**src/hdl/tscr_pkg.sv**
```systemverilog
package tscr_pkg;

	localparam int SAMPLE_BITS     = 16;
	localparam int SAMPLE_W        = SAMPLE_BITS;
	localparam int FAST_W          = 64;
	localparam int DELAY_W         = 31;
	localparam int TICKS_W         = 63;
	localparam int OVS_W           = 16;
	localparam int HALF_W          = FAST_W / 2;
	localparam int PROD_W          = FAST_W + DELAY_W;
	localparam int CFG_IDX_W       = 2;
	localparam int CFG_DATA_W      = 32;

	localparam logic [DELAY_W-1:0] DELAY_RESET = DELAY_W'(178977);

	// configuration register indexes
	localparam logic [CFG_IDX_W-1:0] CFG_DELAY_TICKS      = CFG_IDX_W'(0);
	localparam logic [CFG_IDX_W-1:0] CFG_ERROR_CORRECTION = CFG_IDX_W'(1);

	typedef struct packed {
		logic                start_req;
		logic [SAMPLE_W-1:0] timer_sample;
		logic [FAST_W-1:0]   fast_count;
	} tscr_in_t;

	typedef struct packed {
		logic [TICKS_W-1:0] ticks_per_interval;
		logic [OVS_W-1:0]   overshoot_ticks;
	} tscr_out_t;

	typedef enum logic [1:0] {
		ST_IDLE,
		ST_CALC,
		ST_DONE
	} tscr_state_t;

	typedef enum logic [1:0] {
		MD_IDLE,
		MD_MUL_LO,
		MD_MUL_HI,
		MD_DIV
	} tscr_md_state_t;

	// clamp a 64-bit count into the 63-bit result field
	function automatic logic [TICKS_W-1:0] sat63(input logic [FAST_W-1:0] v);
		logic [TICKS_W-1:0] r;
		r = v[FAST_W-1] ? {TICKS_W{1'b1}} : v[TICKS_W-1:0];
		return r;
	endfunction

endpackage

```
**src/hdl/tscr_muldiv.sv**
```systemverilog
module tscr_muldiv
	import tscr_pkg::*;
(
	input  logic                               clk,
	input  logic                               arst_n,
	input  logic                               start,
	input  logic [FAST_W-1:0]                  elapsed,
	input  logic [DELAY_W-1:0]                 delay,
	input  logic [((SAMPLE_BITS > DELAY_W) ? SAMPLE_BITS : DELAY_W):0] den,
	output logic                               done,
	output logic [FAST_W-1:0]                  quo
);

	localparam int DEN_W  = ((SAMPLE_BITS > DELAY_W) ? SAMPLE_BITS : DELAY_W) + 1;
	localparam int MUL_W  = HALF_W + DELAY_W;
	localparam int STEP_W = $clog2(PROD_W);
	localparam logic [STEP_W-1:0] LAST_STEP = STEP_W'(PROD_W - 1);

	tscr_md_state_t state_q, state_d;

	logic [FAST_W-1:0]  e_q;
	logic [DELAY_W-1:0] d_q;
	logic [DEN_W-1:0]   den_q;
	logic [DEN_W-1:0]   rem_q;
	logic [PROD_W-1:0]  prod_q;
	logic [STEP_W-1:0]  step_q;

	logic [HALF_W-1:0]  mul_a;
	logic [MUL_W-1:0]   mul_p;
	logic [DEN_W:0]     rem_sh;
	logic [DEN_W:0]     rem_sub;
	logic               q_bit;

	// one 32x31 multiplier serves both halves of the fast count
	assign mul_a = (state_q == MD_MUL_LO) ? e_q[HALF_W-1:0] : e_q[FAST_W-1:HALF_W];
	assign mul_p = MUL_W'(mul_a) * MUL_W'(d_q);

	// restoring division, one quotient bit a cycle
	assign rem_sh  = {rem_q, prod_q[PROD_W-1]};
	assign rem_sub = rem_sh - {1'b0, den_q};
	assign q_bit   = (rem_sh >= {1'b0, den_q});

	assign done = (state_q == MD_DIV) && (step_q == LAST_STEP);
	assign quo  = prod_q[FAST_W-1:0];

	always_ff @(posedge clk or negedge arst_n) begin
		if (!arst_n) begin
			state_q <= MD_IDLE;
		end else begin
			state_q <= state_d;
		end
	end

	always_comb begin
		state_d = state_q;
		case (state_q)
			MD_IDLE:   if (start) state_d = MD_MUL_LO;
			MD_MUL_LO: state_d = MD_MUL_HI;
			MD_MUL_HI: state_d = MD_DIV;
			MD_DIV:    if (step_q == LAST_STEP) state_d = MD_IDLE;
			default:   state_d = MD_IDLE;
		endcase
	end

	always_ff @(posedge clk) begin
		case (state_q)
			MD_IDLE: begin
				if (start) begin
					e_q    <= elapsed;
					d_q    <= delay;
					den_q  <= den;
				end
			end
			MD_MUL_LO: begin
				prod_q <= PROD_W'(mul_p);
			end
			MD_MUL_HI: begin
				prod_q <= prod_q + {mul_p, {HALF_W{1'b0}}};
				rem_q  <= '0;
				step_q <= '0;
			end
			MD_DIV: begin
				rem_q  <= q_bit ? rem_sub[DEN_W-1:0] : rem_sh[DEN_W-1:0];
				prod_q <= {prod_q[PROD_W-2:0], q_bit};
				step_q <= step_q + STEP_W'(1);
			end
			default: ;
		endcase
	end

endmodule

```
**src/hdl/tsc_rate_against_reference_timer_unit.sv**
```systemverilog
// A sample that closes a measurement without correction, or a start with zero delay, shows
// its result in the cycle after acceptance; with correction on, the result follows the low
// and high multiply steps and 95 restoring-division steps in the shared unit, plus
// handover. Throughput: one sample a cycle while measuring and ready; ready stays low for
// the whole correction, set by the one-bit-a-cycle divider. Reset (arst_n low) clears the
// sequencer, the measurement flag and the result flag, and restores the register defaults.
module tsc_rate_against_reference_timer_unit
	import tscr_pkg::*;
(
	input  logic                  clk,
	input  logic                  arst_n,
	input  logic                  in_valid,
	output logic                  in_ready,
	input  tscr_in_t              in_data,
	output logic                  out_valid,
	input  logic                  out_ready,
	output tscr_out_t             out_data,
	input  logic                  cfg_valid,
	output logic                  cfg_ready,
	input  logic [CFG_IDX_W-1:0]  cfg_index,
	input  logic [CFG_DATA_W-1:0] cfg_data
);

	// remaining count must hold the full delay and an overshoot of one whole sample span
	localparam int BASE_W = (SAMPLE_BITS > DELAY_W) ? SAMPLE_BITS : DELAY_W;
	localparam int REM_W  = BASE_W + 2;
	localparam int DEN_W  = BASE_W + 1;

	// configuration
	logic [DELAY_W-1:0] delay_q;
	logic               corr_q;

	// measurement state
	logic                   measuring_q;
	logic [SAMPLE_BITS-1:0] prev_q;
	logic [REM_W-1:0]       rem_q;
	logic [FAST_W-1:0]      start_q;
	logic [OVS_W-1:0]       ovs_q;

	tscr_state_t state_q, state_d;

	// result register
	logic      out_valid_q;
	tscr_out_t out_q;

	// per-sample datapath
	logic [CFG_DATA_W-1:0]  smp_ext;
	logic [SAMPLE_BITS-1:0] smp;
	logic [SAMPLE_BITS-1:0] diff;
	logic [REM_W-1:0]       new_rem;
	logic [REM_W-1:0]       neg_rem;
	logic [SAMPLE_BITS-1:0] ovs;
	logic [CFG_DATA_W-1:0]  ovs_ext;
	logic [DEN_W-1:0]       den;
	logic [FAST_W-1:0]      elapsed;

	logic in_acc;
	logic is_start;
	logic start_zero;
	logic fin;
	logic direct;
	logic launch;
	logic out_free;
	logic load_direct;
	logic load_calc;

	logic              md_done;
	logic [FAST_W-1:0] md_quo;

	assign cfg_ready = 1'b1;

	always_ff @(posedge clk or negedge arst_n) begin
		if (!arst_n) begin
			delay_q <= DELAY_RESET;
			corr_q  <= 1'b1;
		end else if (cfg_valid) begin
			case (cfg_index)
				CFG_DELAY_TICKS:      delay_q <= cfg_data[DELAY_W-1:0];
				CFG_ERROR_CORRECTION: corr_q  <= cfg_data[0];
				default: ; // drop writes to unused indexes
			endcase
		end
	end

	// wrap-aware step of the reference timer
	assign smp_ext = CFG_DATA_W'(in_data.timer_sample);
	assign smp     = smp_ext[SAMPLE_BITS-1:0];
	assign diff    = smp - prev_q;
	assign new_rem = rem_q - REM_W'(diff);
	assign neg_rem = -new_rem;
	assign ovs     = neg_rem[SAMPLE_BITS-1:0];
	assign ovs_ext = CFG_DATA_W'(ovs);
	assign den     = DEN_W'(delay_q) + DEN_W'(ovs);
	assign elapsed = in_data.fast_count - start_q;

	assign is_start   = in_data.start_req;
	assign start_zero = is_start && (delay_q == '0);
	// remaining count reached zero or went negative
	assign fin        = !is_start && measuring_q && (new_rem[REM_W-1] || (new_rem == '0));
	// results that leave in the cycle after acceptance
	assign direct     = start_zero || (fin && (!corr_q || (den == '0)));
	assign launch     = fin && corr_q && (den != '0);

	assign out_free = !out_valid_q || out_ready;
	// only an item that writes the result register straight away needs it free
	assign in_ready = (state_q == ST_IDLE) && (out_free || !direct);
	assign in_acc   = in_valid && in_ready;

	assign load_direct = in_acc && direct;
	assign load_calc   = (state_q == ST_DONE) && out_free;

	always_ff @(posedge clk or negedge arst_n) begin
		if (!arst_n) begin
			state_q <= ST_IDLE;
		end else begin
			state_q <= state_d;
		end
	end

	always_comb begin
		state_d = state_q;
		case (state_q)
			ST_IDLE: if (in_acc && launch) state_d = ST_CALC;
			ST_CALC: if (md_done) state_d = ST_DONE;
			ST_DONE: if (out_free) state_d = ST_IDLE;
			default: state_d = ST_IDLE;
		endcase
	end

	always_ff @(posedge clk or negedge arst_n) begin
		if (!arst_n) begin
			measuring_q <= 1'b0;
		end else if (in_acc) begin
			if (is_start) begin
				measuring_q <= !start_zero;
			end else if (fin) begin
				measuring_q <= 1'b0;
			end
		end
	end

	always_ff @(posedge clk) begin
		if (in_acc) begin
			if (is_start) begin
				prev_q  <= smp;
				start_q <= in_data.fast_count;
				rem_q   <= REM_W'(delay_q);
			end else if (measuring_q) begin
				prev_q <= smp;
				rem_q  <= new_rem;
			end
			if (launch) begin
				ovs_q <= ovs_ext[OVS_W-1:0];
			end
		end
	end

	// result register: hold while stalled, drop once taken
	always_ff @(posedge clk or negedge arst_n) begin
		if (!arst_n) begin
			out_valid_q <= 1'b0;
		end else if (load_direct || load_calc) begin
			out_valid_q <= 1'b1;
		end else if (out_ready) begin
			out_valid_q <= 1'b0;
		end
	end

	always_ff @(posedge clk) begin
		if (load_direct) begin
			if (start_zero || corr_q) begin
				// zero delay, or a zero divisor under correction
				out_q.ticks_per_interval <= '0;
			end else begin
				out_q.ticks_per_interval <= sat63(elapsed);
			end
			out_q.overshoot_ticks <= start_zero ? '0 : ovs_ext[OVS_W-1:0];
		end else if (load_calc) begin
			out_q.ticks_per_interval <= sat63(md_quo);
			out_q.overshoot_ticks    <= ovs_q;
		end
	end

	assign out_valid = out_valid_q;
	assign out_data  = out_q;

	// elapsed * delay / (delay + overshoot) on one shared multiplier and subtractor
	tscr_muldiv u_muldiv (
		.clk     (clk),
		.arst_n  (arst_n),
		.start   (in_acc && launch),
		.elapsed (elapsed),
		.delay   (delay_q),
		.den     (den),
		.done    (md_done),
		.quo     (md_quo)
	);

endmodule

```
**config.mk**
```make
export PLATFORM = sky130hd
export DESIGN_NAME = tsc_rate_against_reference_timer_unit
export DESIGN_NICKNAME = d
export VERILOG_FILES = /design/src/hdl/tscr_pkg.sv /design/src/hdl/tscr_muldiv.sv /design/src/hdl/tsc_rate_against_reference_timer_unit.sv
export SDC_FILE = /design/constraint.sdc
export NUM_CORES = 2
export LEC_CHECK = 0
export ABC_CLOCK_PERIOD_IN_PS = 14100
export BUFFER_PORTS_ARGS = -buffer_cell sky130_fd_sc_hd__buf_2
export CAP_MARGIN = 40
export CORE_ASPECT_RATIO = 0.75
export CORE_MARGIN = 4
export CORE_UTILIZATION = 55
export CTS_CLUSTER_SIZE = 25
export DETAILED_ROUTE_END_ITERATION = 8
export PLACE_DENSITY = 0.72
export REMOVE_ABC_BUFFERS = 1
export SETUP_SLACK_MARGIN = 0.5
export SYNTH_ARGS = -nofsm -noshare
export SYNTH_HDL_FRONTEND = slang
export SYNTH_SLANG_ARGS = --single-unit
```
**constraint.sdc**
```tcl
create_clock -name clk -period 14.1 [get_ports clk]
set_input_delay 1.41 -clock clk [delete_from_list [all_inputs] [get_ports clk]]
set_output_delay 1.41 -clock clk [all_outputs]
set_load 0.03 [all_outputs]
```
==> metrics.txt <==
status=completed; clock skew=approximately 0.024 ns; fin crit share=92.29%; root buf cell=clkbuf_16; FFs w/ async S/R, synth=7.495%; Critical Path Source=u_muldiv.state_q[1]; Sw Ratio=38.16%; first-pass GRT wire length=approximately 300000 um; Post-CTS Setup Bufs=0; synthesized area=63600 um^2; Cell Pwr Density=between 80 and 90 nW/um^2; count leader, synth=inv_1; power consumption=between 5 and 6 mW; Cell Count, Final, Fillers Out=8205; met3 Use GR=8.222%; CTS clock-pin slew for the worst setup and hold paths=0.07 ns; critical path fanouts, max=31; final setup violation count=0; routed len/inst=23.05 um; Global Route Usage Sum=31.36%; Ys Warns=0; hold_sp=ovs_q[9]; GR Layer Usage met1=between 40% and 50%; nets=8101; die height=302.5 um; setup TNS=0 ns; Post-CTS Resized=0; Critical Path Sink Type=register; sequential share of power=between 30% and 40%; GP Congestion=a little under 1; fraction of layout instances using a drive strength above 1=7.759%; total wire length=189100 um; number of buffers created by CTS=50; hold buffers post-CTS=0; Final Instance Area=67950 um^2; DP Area=66210 um^2; R2R depth=37; max incr delay on CP=0.85 ns; pin count of the biggest net entering global routing=73; initial drt markers=roughly 5600; Seq/Total Area, Yosys=23.66%; CTS tree=done; Syn-to-layout area delta=6.841%; Congestion Overflow GR=0; core area=114200 um^2; Site Rows=approximately 110; largest cells by area after synthesis=fa_1, edfxtp_1, ha_1, inv_1, and2_1; num ports=202; Unique masters post-synth=86; effective utilization at floorplan=55.69%; # Max-Cap Violations=0; total vias in the final route=~50000; fin crit period=13.01 ns; startpoint types=register; Vias per Instance=6.009; DIE WIDTH=400.7 um; Hold Fails Final Rpt=0; commonest cells in the netlist=inv_1, fa_1, nand2_1, and2_1, ha_1; Skew-Pair Late Insertion Delay=0.63 ns; grt peak-use layer=met1; final slew viol count=0; drt pass-1 iters=6; Antenna Nets Post-Route=0; routing usage on met2=between 40% and 50%; Psw=around 2.1 mW; RSZ-0062 raised after global routing=false; internal power=3.400 mW; CP most frequent cell=fa_1; DRC Markers=0; top_reg_cell synth=edfxtp_1; CTS sink cnt=507; Data arrival, critical path=13.37 ns; post-DP HPWL=146500 um; placed insts=8106; VDD IR max=152.7 uV; Comb power frac=38.5%; critical path class=reg -> reg; number of H-tree levels=2; top cell type's share of synthesized area=a little over a quarter; Crit-path slowest cell=mux2_2; P_leak=31.25 nW; Hold Path Class=reg -> reg; port bufs=199; clock buffer depth=3; CP Data Required Time=approximately 14 ns; Worst Hold Depth=1; worst-margin pin slew=0.9976 ns; Syn Area/Cell=9.613 um^2; clock share of power=26.0%; Finished Core Util=59.50%; Peak Freq=76.85 MHz; initial antenna violation count=9; synthesized instance count=6616; Synth Register Bits=507; die area=121200 um^2; vias in the first global route=about 50000; Synth area leader=fa_1; Rel. slew slack=33.49%; r2r startpoint=u_muldiv.state_q[1]; Post-synth EDFFs=around 470
## area by class of cell
cell class,instances,area [um^2]
clock buffers,65,1410
fillers,9545,46250
inverters,980,3679
well taps,1526,1909
clock inverters,29,285.3
diodes,3,7.507
flip-flops and latches,507,15050
repair buffers,299,2002
multi-input cells,4796,43610
## cell families (layout without fill, tap and decap cells)
logic type	count (synthesis)	count (layout)	synth area share, %
compound gates	1042	1042	10.73
xor+xnor	277	277	3.815
fa+ha+maj	1347	1347	36.79
buf+inv	1313	1373	7.870
flops	507	507	23.66
mux	102	102	1.771
other cells	1	4	0.005896
simple gates	2027	2027	15.35
## power by group through the flow
stage	clock network [mW]	logic (mW)	registers, mW
2_1_floorplan	0	1.49	1.96
3_3_place_gp	0	1.99	1.98
3_5_place_dp	0	2.04	1.98
4_1_cts	1.44	2.06	1.95
5_1_grt	1.51	2.30	1.96
6_report	1.43	2.11	1.95
## through the flow
step                setup slack, ns  hold WS, ns
floorplan                     2.674       0.4878
global placement              1.470       0.5148
detailed placement            1.425       0.5106
CTS                           1.378       0.5340
global route                 0.7278       0.5530
finish                        1.088       0.5341
## final timing paths
| path | to | slack [ns] |
|---|---|---|
| hold reg to reg | out_data[9] | 0.53 |
| hold / removal | out_data[9] | 0.53 |
| setup reg to reg | u_muldiv.prod_q[92] | 1.09 |
| setup / recovery | u_muldiv.prod_q[92] | 1.09 |
| max in group asynchronous | delay_q[8] | 12.69 |
| min in group asynchronous | delay_q[29] | 0.80 |
## critical path: cells and delay by family, from the launching register on
| family | cells | cell delay, ns |
|---|---|---|
| xor+xnor | 2 | 0.79 |
| mux | 1 | 0.85 |
| fa+ha+maj | 11 | 5.64 |
| simple gates | 7 | 1.15 |
| compound gates | 12 | 3.14 |
| flops | 1 | 0.44 |
| buf+inv | 4 | 0.71 |
## flip-flops by register name (all words and copies together) (netlist names)
| register | cells |
|---|---|
| corr_q | 1 |
| delay_q | 31 |
| measuring_q | 1 |
| out_data | 79 |
| out_valid | 1 |
| ovs_q | 16 |
| prev_q | 16 |
| rem_q | 33 |
| start_q | 64 |
| state_q | 2 |
| u_muldiv.d_q | 31 |
| u_muldiv.den_q | 32 |
| u_muldiv.e_q | 64 |
| u_muldiv.prod_q | 95 |
| u_muldiv.rem_q | 32 |
| u_muldiv.state_q | 2 |
| u_muldiv.step_q | 7 |
## routing by layer
layer  share of wire [%]  up-vias
met5               0.043        -
met2                  41     2707
met1                  43    24500
met4                 3.3       12
li1                    -    21720
met3                  13      366
## layout by cell type, fill, tap and decap left out, types with 68 or more instances in the layout
cell      synthesis  layout
and2_1          511     509
ha_1            475     474
fa_1            872     872
nand3_1          68      68
o21ai_0         203     203
buf_2             4     200
nor2_1          357     355
xor2_1           97      97
buf_4             2      83
edfxtp_1        469     469
nor3_1           73      73
mux2_2           77      77
a21o_1          132     132
inv_1           980     976
xnor2_1         180     180
a21oi_1         253     253
nand2_1         770     769
(Power assumes the default switching activity.)
